$ cat src/sv/hvs_pkg.sv
// Shared types, constants and divider step functions for the hue rotation block.
package hvs_pkg;

    localparam int CHAN_W    = 8;
    localparam int HUE_FRAC  = 6;
    localparam int OUT_DEPTH = 32;
    localparam int MID_DEPTH = 4;

    localparam logic [7:0]  CHAN_MAX  = 8'd255;
    localparam logic [11:0] SECT_SPAN = 12'd3840;      // 60 degrees, 6 fraction bits
    localparam logic [15:0] HUE_FULL  = 16'd23040;     // 360 degrees
    localparam logic [15:0] HUE_120   = 16'd7680;
    localparam logic [15:0] HUE_240   = 16'd15360;
    localparam logic [19:0] DEN       = 20'd979200;    // CHAN_MAX * SECT_SPAN
    localparam logic [8:0]  DEG_360   = 9'd360;

    // reciprocals for exact floor division by constants
    localparam logic [16:0] RECIP_255  = 17'd65794;    // ceil(2^24 / 255), x < 66052
    localparam logic [20:0] RECIP_3825 = 21'd1122868;  // ceil(2^32 / 3825), DEN = 3825 << 8

    localparam logic [1:0] SECT_R = 2'd0;
    localparam logic [1:0] SECT_G = 2'd1;
    localparam logic [1:0] SECT_B = 2'd2;

    typedef struct packed {
        logic [7:0] red_in;
        logic [7:0] green_in;
        logic [7:0] blue_in;
        logic [7:0] alpha_in;
    } t_pix_in;

    typedef struct packed {
        logic [7:0] red_out;
        logic [7:0] green_out;
        logic [7:0] blue_out;
        logic [7:0] alpha_out;
    } t_pix_out;

    // classified pixel handed from front to back
    typedef struct packed {
        logic       grey;
        logic       neg;
        logic [1:0] sect;
        logic [7:0] mx;
        logic [7:0] delta;
        logic [7:0] mag;
        logic [7:0] alpha;
    } t_cls;

    typedef struct packed {
        logic [5:0] cred;
        logic [5:0] fill;
    } t_bk_stat;

    // restoring division steps: z = {remainder, numerator bits / quotient bits}
    function automatic logic [16:0] div_step8(input logic [16:0] z, input logic [7:0] d);
        logic [16:0] t;
        t = {z[15:0], 1'b0};
        if (t[16:8] >= {1'b0, d}) begin
            t[16:8] = t[16:8] - {1'b0, d};
            t[0]    = 1'b1;
        end
        return t;
    endfunction

    function automatic logic [21:0] div_step12(input logic [21:0] z, input logic [8:0] d);
        logic [21:0] t;
        t = {z[20:0], 1'b0};
        if (t[21:12] >= {1'b0, d}) begin
            t[21:12] = t[21:12] - {1'b0, d};
            t[0]     = 1'b1;
        end
        return t;
    endfunction

endpackage

$ cat src/sv/pixel_hue_rotation.sv
// Top level of the RGBA hue rotation block.
//
// Input side is a queue write port: a pixel is taken on a clock edge with
// push high and full low. Result side is a queue read port: while empty is
// low the oldest rotated pixel sits on o_pix, and pop takes it.
// The hue offset register (degrees, reset 0) is written through the cfg
// channel; it is always ready. Write it only while no pixel is in flight.
// Throughput is one pixel per clock while full is low. An accepted pixel
// passes the front register, the 4-word queue, 13 divider stages (8- and
// 12-step restoring dividers side by side), hue, offset/sector, product
// and numerator stages, and a reciprocal-multiply step that writes the
// 32-word result queue.
// Pipeline issue is credit based on the result queue, so a stalled reader
// holds words in that queue, then in the front queue, then raises full.
// Reset empties all queues; empty goes high and full low.
module pixel_hue_rotation (
    input  logic              i_clk,
    input  logic              i_rst_n,
    input  logic              push,
    output logic              full,
    input  hvs_pkg::t_pix_in  i_pix,
    output logic              empty,
    input  logic              pop,
    output hvs_pkg::t_pix_out o_pix,
    input  logic              i_cfg_valid,
    output logic              o_cfg_ready,
    input  logic [8:0]        i_cfg_data
);
    import hvs_pkg::*;

    logic     [8:0] r_hue_offset;
    logic     f_valid, q_full, q_empty, q_pop;
    t_cls     f_cls, q_data;
    t_bk_stat bk_stat;

    assign o_cfg_ready = 1'b1;

    always_ff @(posedge i_clk) begin
        if (!i_rst_n) begin
            r_hue_offset <= '0;
        end else if (i_cfg_valid && o_cfg_ready) begin
            r_hue_offset <= i_cfg_data;
        end
    end

    hvs_front u_front (
        .i_clk    (i_clk),
        .i_rst_n  (i_rst_n),
        .i_push   (push),
        .i_pix    (i_pix),
        .i_q_full (q_full),
        .o_full   (full),
        .o_valid  (f_valid),
        .o_cls    (f_cls)
    );

    hvs_queue u_queue (
        .i_clk   (i_clk),
        .i_rst_n (i_rst_n),
        .i_push  (f_valid),
        .i_data  (f_cls),
        .o_full  (q_full),
        .i_pop   (q_pop),
        .o_empty (q_empty),
        .o_data  (q_data)
    );

    hvs_back u_back (
        .i_clk        (i_clk),
        .i_rst_n      (i_rst_n),
        .i_q_empty    (q_empty),
        .i_q_data     (q_data),
        .o_q_pop      (q_pop),
        .i_hue_offset (r_hue_offset),
        .i_pop        (pop),
        .o_empty      (empty),
        .o_pix        (o_pix),
        .o_stat       (bk_stat)
    );

`ifndef SYNTHESIS
    a_fill_le_cred: assert property (@(posedge i_clk) disable iff (!i_rst_n)
        bk_stat.fill <= bk_stat.cred)
        else $error("result queue holds more words than credits");

    a_cred_max: assert property (@(posedge i_clk) disable iff (!i_rst_n)
        bk_stat.cred <= 6'(OUT_DEPTH))
        else $error("credit count above result queue depth");

    a_empty_fill: assert property (@(posedge i_clk) disable iff (!i_rst_n)
        empty == (bk_stat.fill == 6'd0))
        else $error("empty flag disagrees with result queue fill");

    a_reset_idle: assert property (@(posedge i_clk)
        !i_rst_n |=> empty && !full)
        else $error("block not idle after reset");
`endif

endmodule

$ cat src/sv/hvs_front.sv
// Front end: takes pixels, finds max/min, hue sector and grey case.
module hvs_front (
    input  logic          i_clk,
    input  logic          i_rst_n,
    input  logic          i_push,
    input  hvs_pkg::t_pix_in i_pix,
    input  logic          i_q_full,
    output logic          o_full,
    output logic          o_valid,
    output hvs_pkg::t_cls o_cls
);
    import hvs_pkg::*;

    logic       r_valid;
    t_cls       r_cls;
    t_cls       n_cls;
    logic       advance;
    logic [7:0] mx, mn, hi, lo;

    assign advance = !r_valid || !i_q_full;
    assign o_full  = !advance;
    assign o_valid = r_valid;
    assign o_cls   = r_cls;

    always_comb begin
        mx = i_pix.red_in;
        mn = i_pix.red_in;
        if (i_pix.green_in > mx) mx = i_pix.green_in;
        if (i_pix.blue_in > mx)  mx = i_pix.blue_in;
        if (i_pix.green_in < mn) mn = i_pix.green_in;
        if (i_pix.blue_in < mn)  mn = i_pix.blue_in;
        // ties for max: red, then green, then blue
        if (i_pix.red_in == mx) begin
            hi = i_pix.green_in; lo = i_pix.blue_in; n_cls.sect = SECT_R;
        end else if (i_pix.green_in == mx) begin
            hi = i_pix.blue_in; lo = i_pix.red_in; n_cls.sect = SECT_G;
        end else begin
            hi = i_pix.red_in; lo = i_pix.green_in; n_cls.sect = SECT_B;
        end
        n_cls.mx    = mx;
        n_cls.delta = mx - mn;
        n_cls.grey  = (mx == mn);
        n_cls.neg   = (hi < lo);
        n_cls.mag   = (hi >= lo) ? hi - lo : lo - hi;
        n_cls.alpha = i_pix.alpha_in;
    end

    always_ff @(posedge i_clk) begin
        if (!i_rst_n) begin
            r_valid <= 1'b0;
        end else if (advance) begin
            r_valid <= i_push;
        end
        if (advance) begin
            r_cls <= n_cls;
        end
    end

endmodule

$ cat src/sv/hvs_queue.sv
// Short queue of classified pixels between front and back.
module hvs_queue (
    input  logic          i_clk,
    input  logic          i_rst_n,
    input  logic          i_push,
    input  hvs_pkg::t_cls i_data,
    output logic          o_full,
    input  logic          i_pop,
    output logic          o_empty,
    output hvs_pkg::t_cls o_data
);
    import hvs_pkg::*;

    t_cls       r_mem [0:MID_DEPTH-1];
    logic [1:0] r_wp, r_rp;
    logic [2:0] r_cnt;
    logic       wr, rd;

    assign o_full  = (r_cnt == 3'(MID_DEPTH));
    assign o_empty = (r_cnt == 3'd0);
    assign o_data  = r_mem[r_rp];
    assign wr      = i_push && !o_full;
    assign rd      = i_pop && !o_empty;

    always_ff @(posedge i_clk) begin
        if (!i_rst_n) begin
            r_wp  <= '0;
            r_rp  <= '0;
            r_cnt <= '0;
        end else begin
            if (wr) r_wp <= r_wp + 2'd1;
            if (rd) r_rp <= r_rp + 2'd1;
            r_cnt <= r_cnt + 3'(wr) - 3'(rd);
        end
        if (wr) begin
            r_mem[r_wp] <= i_data;
        end
    end

endmodule

$ cat src/sv/hvs_back.sv
// Back end: pipelined dividers, hue offset, p/q/t rebuild and result queue.
module hvs_back (
    input  logic              i_clk,
    input  logic              i_rst_n,
    input  logic              i_q_empty,
    input  hvs_pkg::t_cls     i_q_data,
    output logic              o_q_pop,
    input  logic [8:0]        i_hue_offset,
    input  logic              i_pop,
    output logic              o_empty,
    output hvs_pkg::t_pix_out o_pix,
    output hvs_pkg::t_bk_stat o_stat
);
    import hvs_pkg::*;

    localparam int NA = 12;

    typedef struct packed {
        logic        grey;
        logic        neg;
        logic [1:0]  sect;
        logic [7:0]  mx;
        logic [7:0]  alpha;
        logic [7:0]  ds;
        logic [8:0]  dq;
        logic [16:0] zs;
        logic [21:0] zq;
    } t_div;

    typedef struct packed {
        logic       grey;
        logic [7:0] mx;
        logic [7:0] alpha;
        logic [7:0] s;
        logic [8:0] ip;
        logic [5:0] fr;
    } t_h1;

    typedef struct packed {
        logic        grey;
        logic [7:0]  mx;
        logic [7:0]  alpha;
        logic [7:0]  s;
        logic [2:0]  sec;
        logic [11:0] pos;
    } t_h2;

    typedef struct packed {
        logic        grey;
        logic [7:0]  mx;
        logic [7:0]  alpha;
        logic [7:0]  s;
        logic [2:0]  sec;
        logic [19:0] sp;
        logic [19:0] sq;
    } t_m1;

    typedef struct packed {
        logic        grey;
        logic [7:0]  mx;
        logic [7:0]  alpha;
        logic [2:0]  sec;
        logic [15:0] pnum;
        logic [27:0] qnum;
        logic [27:0] tnum;
    } t_cd;

    t_div r_a [0:NA];
    t_div n_a [0:NA];
    logic [NA:0] r_av;
    t_h1  r_h1, n_h1;
    t_h2  r_h2, n_h2;
    t_m1  r_m1, n_m1;
    logic r_h1v, r_h2v, r_m1v;
    t_cd  r_c, n_c;
    logic r_cv;

    t_pix_out    r_mem [0:OUT_DEPTH-1];
    t_pix_out    res;
    logic [4:0]  r_wp, r_rp;
    logic [5:0]  r_fill, r_cred;
    logic        issue, rd;

    logic [15:0] h;
    logic [15:0] qv;
    logic [15:0] base;
    logic [9:0]  sum;
    logic [8:0]  ip;
    logic [8:0]  sec60;
    logic [2:0]  sec;
    logic [32:0] pprod;
    logic [40:0] qprod, tprod;
    logic [7:0]  p_val, q_val, t_val;

    // credit covers every word in flight plus every word queued
    assign issue   = !i_q_empty && (r_cred < 6'(OUT_DEPTH));
    assign o_q_pop = issue;
    assign rd      = i_pop && (r_fill != 6'd0);
    assign o_empty = (r_fill == 6'd0);
    assign o_pix   = r_mem[r_rp];
    assign o_stat  = '{cred: r_cred, fill: r_fill};

    always_comb begin
        n_a[0].grey  = i_q_data.grey;
        n_a[0].neg   = i_q_data.neg;
        n_a[0].sect  = i_q_data.sect;
        n_a[0].mx    = i_q_data.mx;
        n_a[0].alpha = i_q_data.alpha;
        n_a[0].ds    = i_q_data.mx;
        n_a[0].dq    = {i_q_data.delta, 1'b0};
        // s = round(delta*255/mx), hue term = round(3840*mag/delta)
        n_a[0].zs    = {1'b0, 16'(i_q_data.delta) * 16'(CHAN_MAX) + 16'(i_q_data.mx >> 1)};
        n_a[0].zq    = {1'b0, 21'(i_q_data.mag) * 21'({SECT_SPAN, 1'b0})
                              + 21'(i_q_data.delta)};
        for (int k = 0; k < NA; k++) begin
            n_a[k+1]    = r_a[k];
            n_a[k+1].zq = div_step12(r_a[k].zq, r_a[k].dq);
            if (k < 8) begin
                n_a[k+1].zs = div_step8(r_a[k].zs, r_a[k].ds);
            end
        end
    end

    always_comb begin
        qv = 16'(r_a[NA].zq[11:0]);
        case (r_a[NA].sect)
            SECT_G:  base = HUE_120;
            SECT_B:  base = HUE_240;
            default: base = 16'd0;
        endcase
        h = r_a[NA].neg ? base + HUE_FULL - qv : base + qv;
        if (h >= HUE_FULL) h = h - HUE_FULL;
        n_h1.grey  = r_a[NA].grey;
        n_h1.mx    = r_a[NA].mx;
        n_h1.alpha = r_a[NA].alpha;
        n_h1.s     = r_a[NA].zs[7:0];
        n_h1.ip    = h[14:6];
        n_h1.fr    = h[5:0];
    end

    always_comb begin
        sum = 10'(r_h1.ip) + 10'(i_hue_offset);
        if (sum >= 10'd720)      ip = 9'(sum - 10'd720);
        else if (sum >= 10'd360) ip = 9'(sum - 10'd360);
        else                     ip = 9'(sum);
        if (ip >= 9'd300)      begin sec = 3'd5; sec60 = 9'd300; end
        else if (ip >= 9'd240) begin sec = 3'd4; sec60 = 9'd240; end
        else if (ip >= 9'd180) begin sec = 3'd3; sec60 = 9'd180; end
        else if (ip >= 9'd120) begin sec = 3'd2; sec60 = 9'd120; end
        else if (ip >= 9'd60)  begin sec = 3'd1; sec60 = 9'd60;  end
        else                   begin sec = 3'd0; sec60 = 9'd0;   end
        n_h2.grey  = r_h1.grey;
        n_h2.mx    = r_h1.mx;
        n_h2.alpha = r_h1.alpha;
        n_h2.s     = r_h1.s;
        n_h2.sec   = sec;
        n_h2.pos   = {6'(ip - sec60), r_h1.fr};
    end

    always_comb begin
        n_m1.grey  = r_h2.grey;
        n_m1.mx    = r_h2.mx;
        n_m1.alpha = r_h2.alpha;
        n_m1.s     = r_h2.s;
        n_m1.sec   = r_h2.sec;
        n_m1.sp    = 20'(r_h2.s) * 20'(r_h2.pos);
        n_m1.sq    = 20'(r_h2.s) * 20'(SECT_SPAN - r_h2.pos);
    end

    always_comb begin
        n_c.grey  = r_m1.grey;
        n_c.mx    = r_m1.mx;
        n_c.alpha = r_m1.alpha;
        n_c.sec   = r_m1.sec;
        n_c.pnum  = 16'(r_m1.mx) * 16'(CHAN_MAX - r_m1.s) + 16'd127;
        n_c.qnum  = 28'(r_m1.mx) * 28'(DEN - r_m1.sp) + 28'(DEN >> 1);
        n_c.tnum  = 28'(r_m1.mx) * 28'(DEN - r_m1.sq) + 28'(DEN >> 1);
    end

    // floor divisions by 255 and by DEN as reciprocal multiplies;
    // DEN is 3825 << 8, so drop the low 8 numerator bits first
    always_comb begin
        pprod = 33'(r_c.pnum) * 33'(RECIP_255);
        qprod = 41'(r_c.qnum[27:8]) * 41'(RECIP_3825);
        tprod = 41'(r_c.tnum[27:8]) * 41'(RECIP_3825);
        p_val = pprod[31:24];
        q_val = qprod[39:32];
        t_val = tprod[39:32];
    end

    always_comb begin
        res.alpha_out = r_c.alpha;
        case (r_c.sec)
            3'd0: begin
                res.red_out = r_c.mx;   res.green_out = t_val;
                res.blue_out = p_val;
            end
            3'd1: begin
                res.red_out = q_val;    res.green_out = r_c.mx;
                res.blue_out = p_val;
            end
            3'd2: begin
                res.red_out = p_val;    res.green_out = r_c.mx;
                res.blue_out = t_val;
            end
            3'd3: begin
                res.red_out = p_val;    res.green_out = q_val;
                res.blue_out = r_c.mx;
            end
            3'd4: begin
                res.red_out = t_val;    res.green_out = p_val;
                res.blue_out = r_c.mx;
            end
            default: begin
                res.red_out = r_c.mx;   res.green_out = p_val;
                res.blue_out = q_val;
            end
        endcase
        if (r_c.grey) begin
            res.red_out   = r_c.mx;
            res.green_out = r_c.mx;
            res.blue_out  = r_c.mx;
        end
    end

    always_ff @(posedge i_clk) begin
        if (!i_rst_n) begin
            r_av   <= '0;
            r_h1v  <= 1'b0;
            r_h2v  <= 1'b0;
            r_m1v  <= 1'b0;
            r_cv   <= 1'b0;
            r_wp   <= '0;
            r_rp   <= '0;
            r_fill <= '0;
            r_cred <= '0;
        end else begin
            r_av   <= {r_av[NA-1:0], issue};
            r_h1v  <= r_av[NA];
            r_h2v  <= r_h1v;
            r_m1v  <= r_h2v;
            r_cv   <= r_m1v;
            if (r_cv) r_wp <= r_wp + 5'd1;
            if (rd)   r_rp <= r_rp + 5'd1;
            r_fill <= r_fill + 6'(r_cv) - 6'(rd);
            r_cred <= r_cred + 6'(issue) - 6'(rd);
        end
        for (int k = 0; k <= NA; k++) r_a[k] <= n_a[k];
        r_h1 <= n_h1;
        r_h2 <= n_h2;
        r_m1 <= n_m1;
        r_c  <= n_c;
        if (r_cv) begin
            r_mem[r_wp] <= res;
        end
    end

endmodule
$ cat config.mk
export PLATFORM = sky130hd
export DESIGN_NAME = pixel_hue_rotation
export DESIGN_NICKNAME = d
export VERILOG_FILES = /design/src/sv/hvs_pkg.sv /design/src/sv/pixel_hue_rotation.sv /design/src/sv/hvs_front.sv /design/src/sv/hvs_queue.sv /design/src/sv/hvs_back.sv
export SDC_FILE = /design/constraint.sdc
export NUM_CORES = 2
export LEC_CHECK = 0
export BUFFER_PORTS_ARGS = -buffer_cell sky130_fd_sc_hd__buf_4
export CORE_MARGIN = 1.5
export CORE_UTILIZATION = 65
export CTS_CLUSTER_DIAMETER = 30
export DETAILED_ROUTE_END_ITERATION = 10
export HOLD_SLACK_MARGIN = 0.15
export PLACE_DENSITY = 0.81
export SLEW_MARGIN = 20
export SYNTH_ARGS = -nofsm -noshare
export SYNTH_HDL_FRONTEND = slang
export SYNTH_HIERARCHICAL = 1
export SYNTH_SLANG_ARGS = --single-unit
$ cat constraint.sdc
create_clock -name i_clk -period 19.3 [get_ports i_clk]
set_clock_uncertainty 0.15 [all_clocks]
set_input_delay 2.895 -clock i_clk [delete_from_list [all_inputs] [get_ports i_clk]]
set_output_delay 2.895 -clock i_clk [all_outputs]
set_load 0.01 [all_outputs]
==> flow_metrics.tcl <==
set metrics [dict create \
    status "completed" \
    die_w_um 419.1 \
    utilization_pct 75.16 \
    slowest_stage "nor2_1" \
    finalCritPeriodShare_pct 53.00 \
    synthFlopType "edfxtp_1" \
    setup_tns_ns 0 \
    fmax_mhz 97.76 \
    drive_above_1_share_pct 14.35 \
    grt_overflow_total 0 \
    cp-end-kind "flop" \
    hpwl_um 159400 \
    fin_nets 10450 \
    cts_setup_buffers 0 \
    synth_top_cell_by_area "edfxtp_1" \
    hp-class "reg -> reg" \
    grt_pass1_vias 75320 \
    setup_viol_count_final 0 \
    area_delta_synth_final_pct 14.70 \
    syn-num-nets 10140 \
    post-route-drc-count 0 \
    synth_edf_count 1204 \
    drv_slew 0 \
    antenna_found_initial 4 \
    place_inst 10730 \
    grt_start_max_net_pins 149 \
    antenna_left 0 \
    dieArea_um2 175600 \
    first_iter_violations 7241 \
    netlist_area_um2 112500 \
    path_class "in -> reg" \
    syn_inst 8487 \
    synth_seq_cells 2198 \
    clk_pin_slew_ns 0.06 \
    max_cap_viol_count 0 \
    fp.coreArea_um2 171700 \
    ys_types 107 \
    worstPathRequired_ns 19.88 \
    seq_area_frac_synth_pct 49.81 \
    clock-root-buffer "clkbuf_16" \
    viasPerCell 6.149 \
    wl_per_cell_um 24.61 \
    top_level_ports 81 \
    die_height_um 419.1 \
    synthArstFlopShare_pct 0 \
    start_kind "input port" \
    postSynthAreaPerCell_um2 13.26 \
    period_needed_ns 10.23 \
    cpMostUsedCell "ha_1" \
    hold_viol_final 0 \
    rsz0062_at_grt "false" \
    std_cell_rows 152 \
    worst_slew_pin_slew_ns 1.265 \
    relSlewSlack_pct 15.68 \
    grt_pass1_wl_um 433000 \
    first_pass_iters 9 \
    path_buf_inv 3 \
    numPortBuffers 79 \
    synth_warnings 6 \
    cts_tree "done" \
    arrival_ns 10.80 \
    initial_core_util_pct 65.52 \
    grt_use_total_pct 32.54 \
    cts.sinks 2198 \
    netlist.area_leader.share_pct 32.13 \
    postLayoutCellArea_um2 129100 \
    wl_um 280800 \
    numCtsBuffers 374 \
    crit_family "compound AO/OA/AOI/OAI gates" \
    yosys-top-cells-area "edfxtp_1 32%, dfxtp_1 18%, fa_1 12%" \
    htree_levels 5 \
    routabilityCongestion 0.8892 \
    clkLatencyLatePin_ns 0.98 \
    clk_path_buf_depth 4 \
    final-instance-count-excl-fill 11410 \
    vias 70180 \
    cpPeakStageDelay_ns 0.83 \
    dpl_cell_area_um2 116000 \
    critPathMaxFanout 18 \
]
[kinds of logic (layout without fill, tap and decap cells)]
group,after synthesis,in the layout,synth area share [%]
compound gates,862,862,4.989
fa+ha+maj,1606,1606,22.26
mux,501,501,8.517
buf+inv,1447,2060,4.936
xor+xnor,335,335,2.621
other cells,1,3,0.003333
flops,2198,2198,49.81
simple gates,1537,1537,6.861
[sequential cells by signal (all words and copies together) (netlist names), 2 cells and up, named ones only]
| register | cells |
|---|---|
| u_queue/r_rp | 2 |
| u_back/r_m1 | 47 |
| u_back/r_fill | 6 |
| u_back/r_a | 708 |
| u_back/r_h2 | 12 |
| u_back/r_rp | 5 |
| u_back/r_av | 13 |
| u_queue/r_mem | 144 |
| u_queue/r_wp | 2 |
| u_back/r_wp | 5 |
| u_back/r_c | 76 |
| r_hue_offset | 9 |
| u_back/n_c | 20 |
| u_front/o_cls | 36 |
| u_back/r_mem | 1024 |
| u_back/n_h2 | 31 |
| u_back/n_m1 | 28 |
| u_queue/r_cnt | 3 |
| u_back/r_cred | 6 |
| u_back/r_h1 | 9 |
[stage by stage]
step | setup WS, ns | hold slack (ns)
after detailed placement | 8.172 | 0.1620
after CTS | 9.184 | 0.1511
final | 9.071 | 0.1493
after floorplan | 10.21 | 0.1596
after global routing | 8.584 | 0.1520
after global placement | 8.117 | 0.1596
[Yosys cell counts (205+ instances only)]
library cell     n
a21oi_1        234
and2_1         317
dfxtp_1        994
edfxtp_1      1204
fa_1           660
ha_1           945
inv_1         1219
mux4_2         350
nand2_1        486
nor2_1         265
o21ai_0        205
xnor2_1        213
[final cells by class]
cell class              count  area (um^2)
clock inverters           233         2833
diodes                      2        5.005
multi-input cells        4842        51290
clock buffers             444        10120
flip-flops and latches   2198        56080
fillers                  9731        42660
inverters                1222         4587
repair buffers            161         1276
well taps                2310         2890
[worst paths after layout]
kind | slack [ns] | cells after the start | to | from
setup / recovery | 9.07 | 27 | u_front/o_cls[15]$_DFFE_PN_ | i_pix[25]
hold / removal | 0.15 | 0 | u_back/r_a[1][3]$_DFF_P_ | u_back/r_a[0][534]$_DFF_P_
setup reg to reg | 11.10 | 21 | u_back/r_mem[21][31]$_DFFE_PP_ | u_back/r_c[20]$_DFF_P_
hold reg to reg | 0.15 | 0 | u_back/r_a[1][3]$_DFF_P_ | u_back/r_a[0][534]$_DFF_P_
[timing repair]
action | in CTS | in global routing
hold buffers | 4 | 0
gates resized for setup | 0 | 0
hold endpoints to repair | 4 | 0
[cells in the final DEF, fill, tap and decap left out, drive strengths merged, types with 37 or more instances in the layout]
master / n
mux2: 74
xnor2: 214
bufinv: 44
xor2: 121
clkbuf: 444
edfxtp: 1204
dfxtp: 994
a21oi: 236
a21boi: 37
fa: 660
ha: 945
a21o: 94
mux4: 356
nor2b: 131
nand2: 486
nor2: 266
clkinv: 108
o21ai: 215
nand4: 51
and2: 317
buf: 157
nand2b: 90
mux2i: 71
nor3: 74
inv: 1274
[layer usage]
| layer | wire, um | vias up | global-route usage [%] | share of wire, % |
|---|---|---|---|---|
| met3 | 24680 | 1064 | 6.888 | 8.8 |
| met1 | 103100 | 35100 | 40.25 | 37 |
| met5 | 27 | - | 0 | 0.0096 |
| met4 | 14280 | 4 | 15.22 | 5.1 |
| li1 | - | 30010 | - | - |
| met2 | 138800 | 4007 | 54.81 | 49 |
Power is not shown: default switching activity piles up to over one toggle a cycle in this logic, so the estimate is an artifact.
